--- src/rtl/mwe_pkg.sv ---
`timescale 1ns / 1ps
// ----------------------------------------------------------------------------
// mwe_pkg
// Shared constants, types and helpers for the masked window erosion block.
// ----------------------------------------------------------------------------
package mwe_pkg;

  // geometry limits
  localparam int MAX_KERNEL = 7;
  localparam int MAX_WIDTH  = 1024;
  localparam int MAX_HEIGHT = 4096;
  localparam int PIX_W      = 8;
  localparam int COL_W      = $clog2(MAX_WIDTH);
  localparam int ROW_W      = $clog2(MAX_HEIGHT);
  localparam int MASK_W     = 49;
  localparam int KSZ_W      = 3;
  localparam int IMGW_W     = 11;
  localparam int IMGH_W     = 13;

  // result queue
  localparam int FIFO_DEPTH = 8;
  localparam int FIFO_AW    = $clog2(FIFO_DEPTH);

  localparam logic [PIX_W-1:0] EMPTY_MIN = 8'hFF;

  // register indexes
  localparam logic [1:0] REG_IMAGE_WIDTH  = 2'd0;
  localparam logic [1:0] REG_IMAGE_HEIGHT = 2'd1;
  localparam logic [1:0] REG_KERNEL_SIZE  = 2'd2;
  localparam logic [1:0] REG_KERNEL_MASK  = 2'd3;

  typedef logic [PIX_W-1:0] pix_t;
  typedef pix_t [MAX_KERNEL-1:0] column_t;   // element j is row r-j
  typedef pix_t [MAX_KERNEL-2:0] hist_t;     // older rows kept per column
  typedef column_t [MAX_KERNEL-1:0] window_t; // element i is column c-i

  // position tag carried alongside each request
  typedef struct packed {
    logic             res;
    logic [ROW_W-1:0] top;
    logic [COL_W-1:0] left;
    logic             done;
  } meta_t;

  typedef struct packed {
    pix_t             value;
    logic [ROW_W-1:0] top;
    logic [COL_W-1:0] left;
    logic             done;
  } result_t;

  // mask bit for window cell (row r-j, column c-i), zero outside the kernel
  function automatic logic [MASK_W-1:0] eff_mask(input logic [KSZ_W-1:0] k,
                                                 input logic [MASK_W-1:0] m);
    logic [MASK_W-1:0] e;
    int dy;
    int dx;
    e = '0;
    for (int j = 0; j < MAX_KERNEL; j++) begin
      for (int i = 0; i < MAX_KERNEL; i++) begin
        if (j < int'(k) && i < int'(k)) begin
          dy = int'(k) - 1 - j;
          dx = int'(k) - 1 - i;
          e[j*MAX_KERNEL+i] = m[dy*MAX_KERNEL+dx];
        end
      end
    end
    return e;
  endfunction

endpackage

--- src/rtl/mwe_min_tree.sv ---
`timescale 1ns / 1ps
// ----------------------------------------------------------------------------
// mwe_min_tree
// Masked minimum over the window: per-row minima registered, then the
// minimum of the rows.
// ----------------------------------------------------------------------------
module mwe_min_tree (
  input  logic                       clk,
  input  logic                       rst,
  input  logic                       in_valid,
  input  mwe_pkg::meta_t             in_meta,
  input  mwe_pkg::window_t           win,
  input  logic [mwe_pkg::MASK_W-1:0] mask,
  output logic                       res_valid,
  output mwe_pkg::meta_t             res_meta,
  output mwe_pkg::pix_t              res_value
);

  mwe_pkg::pix_t row_min      [mwe_pkg::MAX_KERNEL];
  mwe_pkg::pix_t row_min_next [mwe_pkg::MAX_KERNEL];
  mwe_pkg::pix_t cand;
  mwe_pkg::pix_t total;

  // per-row minimum of the selected pixels
  always_comb begin
    cand = mwe_pkg::EMPTY_MIN;
    for (int j = 0; j < mwe_pkg::MAX_KERNEL; j++) begin
      row_min_next[j] = mwe_pkg::EMPTY_MIN;
      for (int i = 0; i < mwe_pkg::MAX_KERNEL; i++) begin
        cand = mask[j*mwe_pkg::MAX_KERNEL+i] ? win[i][j] : mwe_pkg::EMPTY_MIN;
        if (cand < row_min_next[j]) begin
          row_min_next[j] = cand;
        end
      end
    end
  end

  always_ff @(posedge clk) begin
    if (rst) begin
      res_valid <= 1'b0;
    end else begin
      res_valid <= in_valid;
    end
  end

  always_ff @(posedge clk) begin
    res_meta <= in_meta;
    for (int j = 0; j < mwe_pkg::MAX_KERNEL; j++) begin
      row_min[j] <= row_min_next[j];
    end
  end

  // minimum across rows
  always_comb begin
    total = mwe_pkg::EMPTY_MIN;
    for (int j = 0; j < mwe_pkg::MAX_KERNEL; j++) begin
      if (row_min[j] < total) begin
        total = row_min[j];
      end
    end
  end

  assign res_value = total;

endmodule

--- config.mk ---
export PLATFORM = sky130hd
export DESIGN_NAME = mwe_min_tree
export DESIGN_NICKNAME = d
export VERILOG_FILES = /design/src/rtl/mwe_pkg.sv /design/src/rtl/mwe_min_tree.sv
export SDC_FILE = /design/constraint.sdc
export NUM_CORES = 1
export LEC_CHECK = 0
export ABC_AREA = 1
export BUFFER_PORTS_ARGS = -buffer_cell sky130_fd_sc_hd__buf_2
export CORE_AREA = 3 3 193 195
export CTS_CLUSTER_SIZE = 14
export DETAILED_ROUTE_END_ITERATION = 8
export DIE_AREA = 0 0 196 198
export GPL_TIMING_DRIVEN = 0
export PLACE_DENSITY_LB_ADDON = 0.15
export SLEW_MARGIN = 15
export SYNTH_ARGS = -nofsm -noshare
export SYNTH_HDL_FRONTEND = slang
export SYNTH_SLANG_ARGS = --single-unit
export TNS_END_PERCENT = 100
--- constraint.sdc ---
create_clock -name clk -period 24 [get_ports clk]
set_input_delay 3.6 -clock clk [delete_from_list [all_inputs] [get_ports clk]]
set_output_delay 3.6 -clock clk [all_outputs]
set_load 0.01 [all_outputs]
==> impl_metrics.ini, run 1 <==
[outcome]
status = completed

[synth]
synthesis.instances = 2730
synthArstFlopShare_pct = 0
synth_cell_types = 22
syn_avg_cell_area_um2 = 5.961
yosysWarnings = 0
ys_ff_latch = 81
synth_area_mm2 = 0.01627
ys.flop_type = dfxtp_1
synth_edf_count = 0
synth-seq-area-share_pct = 9.964
syn-num-nets = 3526

[global_route]
antenna_found_initial = 18
grtUsageTotal_pct = 23.57
grt_pass1_vias = 17600
grt_first_pass_wirelength_um = 77750
grt_max_degree = 15
grt_overflow_total = 0

[timing]
slew_headroom_pct = 25.06
fin_crit_sh_pct = 57.74
fin_setup_tns_ps = 0
whs_ps = 3346
min_period_ps = 13860
worst_slew_pin_slew_ps = 1117
grt_setup_unrepaired = false
finalSetupViolCount = 0
fmax_mhz = 72.16
finalHoldViolCount = 0
maxSlewViolCount = 0

[power]
ir_worst_vdd_uv = 402.9
p_leak_nw = 11.11
p_per_area_mw_per_mm2 = 157.3

[floorplanning]
core_area_mm2 = 0.03557
start_util_pct = 45.75
dieArea_mm2 = 0.03881
row_count = 69
die_w_um = 196
io-pin-count = 501
chipHeight_um = 198

[clocking]
cts_tree = yes
h-tree-depth = 3
cts_resized = 0
cts_made_buffers = 9
cts.sinks = 81
hold_buffers = 0
clk_path_buf_depth = 2
cts-root-buf = clkbuf_16
cts_setup_buffers = 0
clk_pin_slew_ps = 60

[route]
avgRoutedWirePerCell_um = 12.93
num_vias = 18580
ant_nets = 0
drt_wl_total_um = 48060
drt_pre_antenna_iters = 5
drt_iter0_drc = 683
avgViaCountPerCell = 5.000
drc_errors = 0

[critical_path]
cp_data_required_time_ps = 20400
cp-start-kind = register
slowest_delay_ps = 600
slowest_stage = a211oi_2
worstSetupEndpointType = output pin
critPathArrivalTime_ps = 10260
crit_type = reg2out
cp_common_cell = ha_1
cp_max_fo = 10

[placed_design]
gp_congestion = 0.9964
hpwl_um = 43350
port_buffers = 500

[min_path]
hp-class = in2reg

[cells_and_area]
drive_gt1_share_pct = 27.08
syn_to_final_growth_pct = 20.90
final_util_pct = 55.32
final_cell_mix = nand2_1 (901), buf_2 (501), ha_1 (328)
layout_commonest_cell = nand2_1
nets = 4037
nFillCells = 3707

[run]
maxCapViolations = 0
cells by family after synthesis:
family	share of synthesized area, %
buffers and inverters	6.650
adders and majority gates	25.22
AOI/OAI and AO/OA	13.91
and+or+nand+nor	44.26
DFF	9.964
worst max-delay path, delay by kind of cell (launching register included):
family | cells | cell delay (ps)
buffers and inverters | 8 | 1210
DFF | 1 | 300
adders and majority gates | 6 | 1890
AOI/OAI and AO/OA | 16 | 4970
and+or+nand+nor | 15 | 1510
layout make-up:
type / count / area (µm²) / area share, %
multi-input cells: 2364 / 13590 / 69.04
diodes: 10 / 25.02 / 0.1272
well taps: 461 / 576.8 / 2.931
repair buffers: 500 / 2502 / 12.72
clock buffers: 11 / 242.7 / 1.234
flip-flops and latches: 81 / 1622 / 8.241
clock inverters: 5 / 40.04 / 0.2035
plain buffers: 32 / 132.6 / 0.6740
inverters: 253 / 949.7 / 4.826
flip-flops by register name (all words and copies together), names as in the netlist:
| register | count |
|---|---|
| res_valid | 1 |
| res_meta | 24 |
| row_min | 56 |
Yosys cell counts (3+ instances only):
cell        n  area [µm²]
nand3_1   159       795.8
nand2_2    46       287.8
o21bai_1    4       30.03
o21a_1      7       52.55
nand2_4    10       112.6
nor2_1    188       705.7
and2_1      8       50.05
a21oi_1   100       500.5
nand2_1   901        3382
a211oi_1   40       300.3
or2_2     294        1839
o21ai_0   274        1371
clkbuf_1   28       105.1
buf_4       3       22.52
dfxtp_1    81        1622
inv_2       6       22.52
ha_1      328        4104
inv_1     246       923.4
nand3b_1    4       30.03
path summary, 6_finish.rpt:
check             slack, ps          start           end  cells past startpoint
setup / recovery      10140  row_min[0][7]  res_value[5]                     45
hold / removal         3350    in_meta[10]  res_meta[10]                      1
metal layers:
metal / wire [µm] / vias up / track usage (%)
li1: - / 9955 / -
met2: 23830 / 505 / 44.46
met3: 2867 / 92 / 4.050
met4: 1132 / 20 / 6.311
met1: 20110 / 8012 / 27.42
met5: 122 / - / 0
stage by stage:
stage / total power [mW] / setup WS, ps / area, µm² / cells
CTS: 3.080 / 9826 / 19640 / 3707
finish: 3.095 / 10140 / 19680 / 3717
detailed placement: 2.925 / 10280 / 19350 / 3691
floorplan: 2.265 / 12170 / 16270 / 2730
global route: 3.531 / 9236 / 19660 / 3712
global placement: 2.833 / 10490 / 19350 / 3691
where the power goes:
group / internal, mW / leakage, nW / switching, mW
clock: 0.0734 / 0.128 / 0.0569
combinational: 1.00 / 10.3 / 1.73
sequential: 0.199 / 0.683 / 0.0287
No activity file was read; power rests on OpenSTA's default activity.
==> run 2, diff against run 1 <==
CORE_AREA = 3 3 194 196   (was 3 3 193 195)
DIE_AREA = 0 0 197 199   (was 0 0 196 198)
clock period = 14 ns   (was 24 ns; I/O delays follow)
==> impl_metrics.ini, run 2 (synthesis results as in run 1) <==
[cells_and_area]
largest_reg_flops = 56
layout_commonest_cell = nand2_1
syn_to_final_growth_pct = 21.13
final_cell_mix = nand2_1 (901), buf_2 (501), ha_1 (328)
nFillCells = 3706
multi_input_area_mm2 = 0.01358
final-seq-area_mm2 = 0.001622
drive_gt1_share_pct = 27.05
reg_top3 = row_min x56, res_meta x24, res_valid x1
nets = 4037
top_register = row_min

[floorplanning]
dieArea_mm2 = 0.03920
row_count = 70
io-pin-count = 501
chipHeight_um = 199
start_util_pct = 44.88
die_w_um = 197
core_area_mm2 = 0.03626

[critical_path]
cp_data_required_time_ps = 11900
worstSetupEndpointType = output pin
path_buf_inv = 8
crit_end = res_value[7]
startpoint = row_min[0][7]
crit_family = compound AO/OA/AOI/OAI gates
cp-start-kind = register
cp_max_fo = 10
critPathArrivalTime_ps = 10080
crit_cells = 45
slowest_stage = a211oi_1
crit_type = reg2out
slowest_delay_ps = 580
cp_common_cell = ha_1

[clocking]
cts_tree = yes
clk_pin_slew_ps = 70
hold_buffers = 0
cts.sinks = 81
cts-root-buf = clkbuf_16
clk_path_buf_depth = 2
cts_setup_buffers = 0
h-tree-depth = 3
cts_resized = 0
cts_made_buffers = 9

[global_route]
grt_pass1_vias = 17290
antenna_found_initial = 9
grt_first_pass_wirelength_um = 76620
grt_overflow_total = 0
grtUsageTotal_pct = 23.13
grt_max_degree = 15

[timing]
slew_headroom_pct = 23.63
fin_ws_ps = 1821
min_period_ps = 12180
maxSlewViolCount = 0
finalHoldViolCount = 0
worst_slew_pin_slew_ps = 1139
fin_setup_tns_ps = 0
fin_crit_sh_pct = 86.99
grt_setup_unrepaired = false
fmax_mhz = 82.11
finalSetupViolCount = 0

[route]
num_vias = 18300
drt_wl_total_um = 47720
avgRoutedWirePerCell_um = 12.83
drt_pre_antenna_iters = 5
drc_errors = 0
ant_nets = 0
drt_iter0_drc = 518
avgViaCountPerCell = 4.923

[power]
ir_worst_vdd_uv = 396.0
p_total_mw = 5.319
p_seq_share_pct = 7.3
pwr-share-comb_pct = 87.8
p_leak_nw = 11.14
p_int_mw = 2.216
p_per_area_mw_per_mm2 = 269.8
clkPwrFrac_pct = 4.9
swShare_pct = 58.33
p_switching_mw = 3.102

[outcome]
status = completed

[min_path]
hp-class = in2reg

[placed_design]
place_ws_ps = 1862
hpwl_um = 43240
gp_congestion = 0.9618
port_buffers = 500

[run]
maxCapViolations = 0
==> run 2: how the worst min path moves through the flow <==
stage,startpoint,endpoint,slack (ps),cells after the start
floorplan,in_meta[0],res_meta[0],2130,0
global placement,in_meta[6],res_meta[6],2200,1
detailed placement,in_meta[9],res_meta[9],2200,1
CTS,in_meta[9],res_meta[9],1830,1
global route,in_meta[9],res_meta[9],1830,1
finish,in_meta[9],res_meta[9],1850,1
==> run 2: area by class of cell <==
type                            count  share of cell area (%)
Antenna cell                        4                 0.05078
Multi-Input combinational cell   2364                   68.89
Sequential cell                    81                   8.226
Inverter                          253                   4.818
Clock inverter                      5                  0.4443
Clock buffer                       11                   1.231
Tap cell                          468                   2.970
Buffer                             32                  0.6728
Timing Repair Buffer              500                   12.69
==> run 2: per-layer routing <==
metal / global-route usage [%] / part of all wire, % / wire length [µm] / vias up
met3: 3.472 / 4.9 / 2342 / 62
met2: 44.05 / 50 / 23840 / 417
li1: - / - / - / 9944
met5: 0 / 0.16 / 76 / -
met4: 5.412 / 1.8 / 867 / 12
met1: 27.23 / 43 / 20590 / 7868
==> run 2: power groups by stage <==
| stage | clock, mW | sequential (mW) | combinational [mW] |
|---|---|---|---|
| detailed placement | 0 | 0.396 | 4.62 |
| global placement | 0 | 0.394 | 4.46 |
| CTS | 0.266 | 0.392 | 4.64 |
| global route | 0.276 | 0.400 | 5.41 |
| finish | 0.259 | 0.391 | 4.67 |
| floorplan | 0 | 0.379 | 3.50 |
==> run 2: stage by stage <==
stage               instance area (µm²)  cells  hold WS [ps]  util [%]
global route                      19710   3717          1830     54.36
finish                            19710   3718          1849     54.37
detailed placement                19360   3698          2204     53.40
global placement                  19360   3698          2203     53.40
floorplan                         16270   2730          2128         -
CTS                               19690   3714          1832     54.31
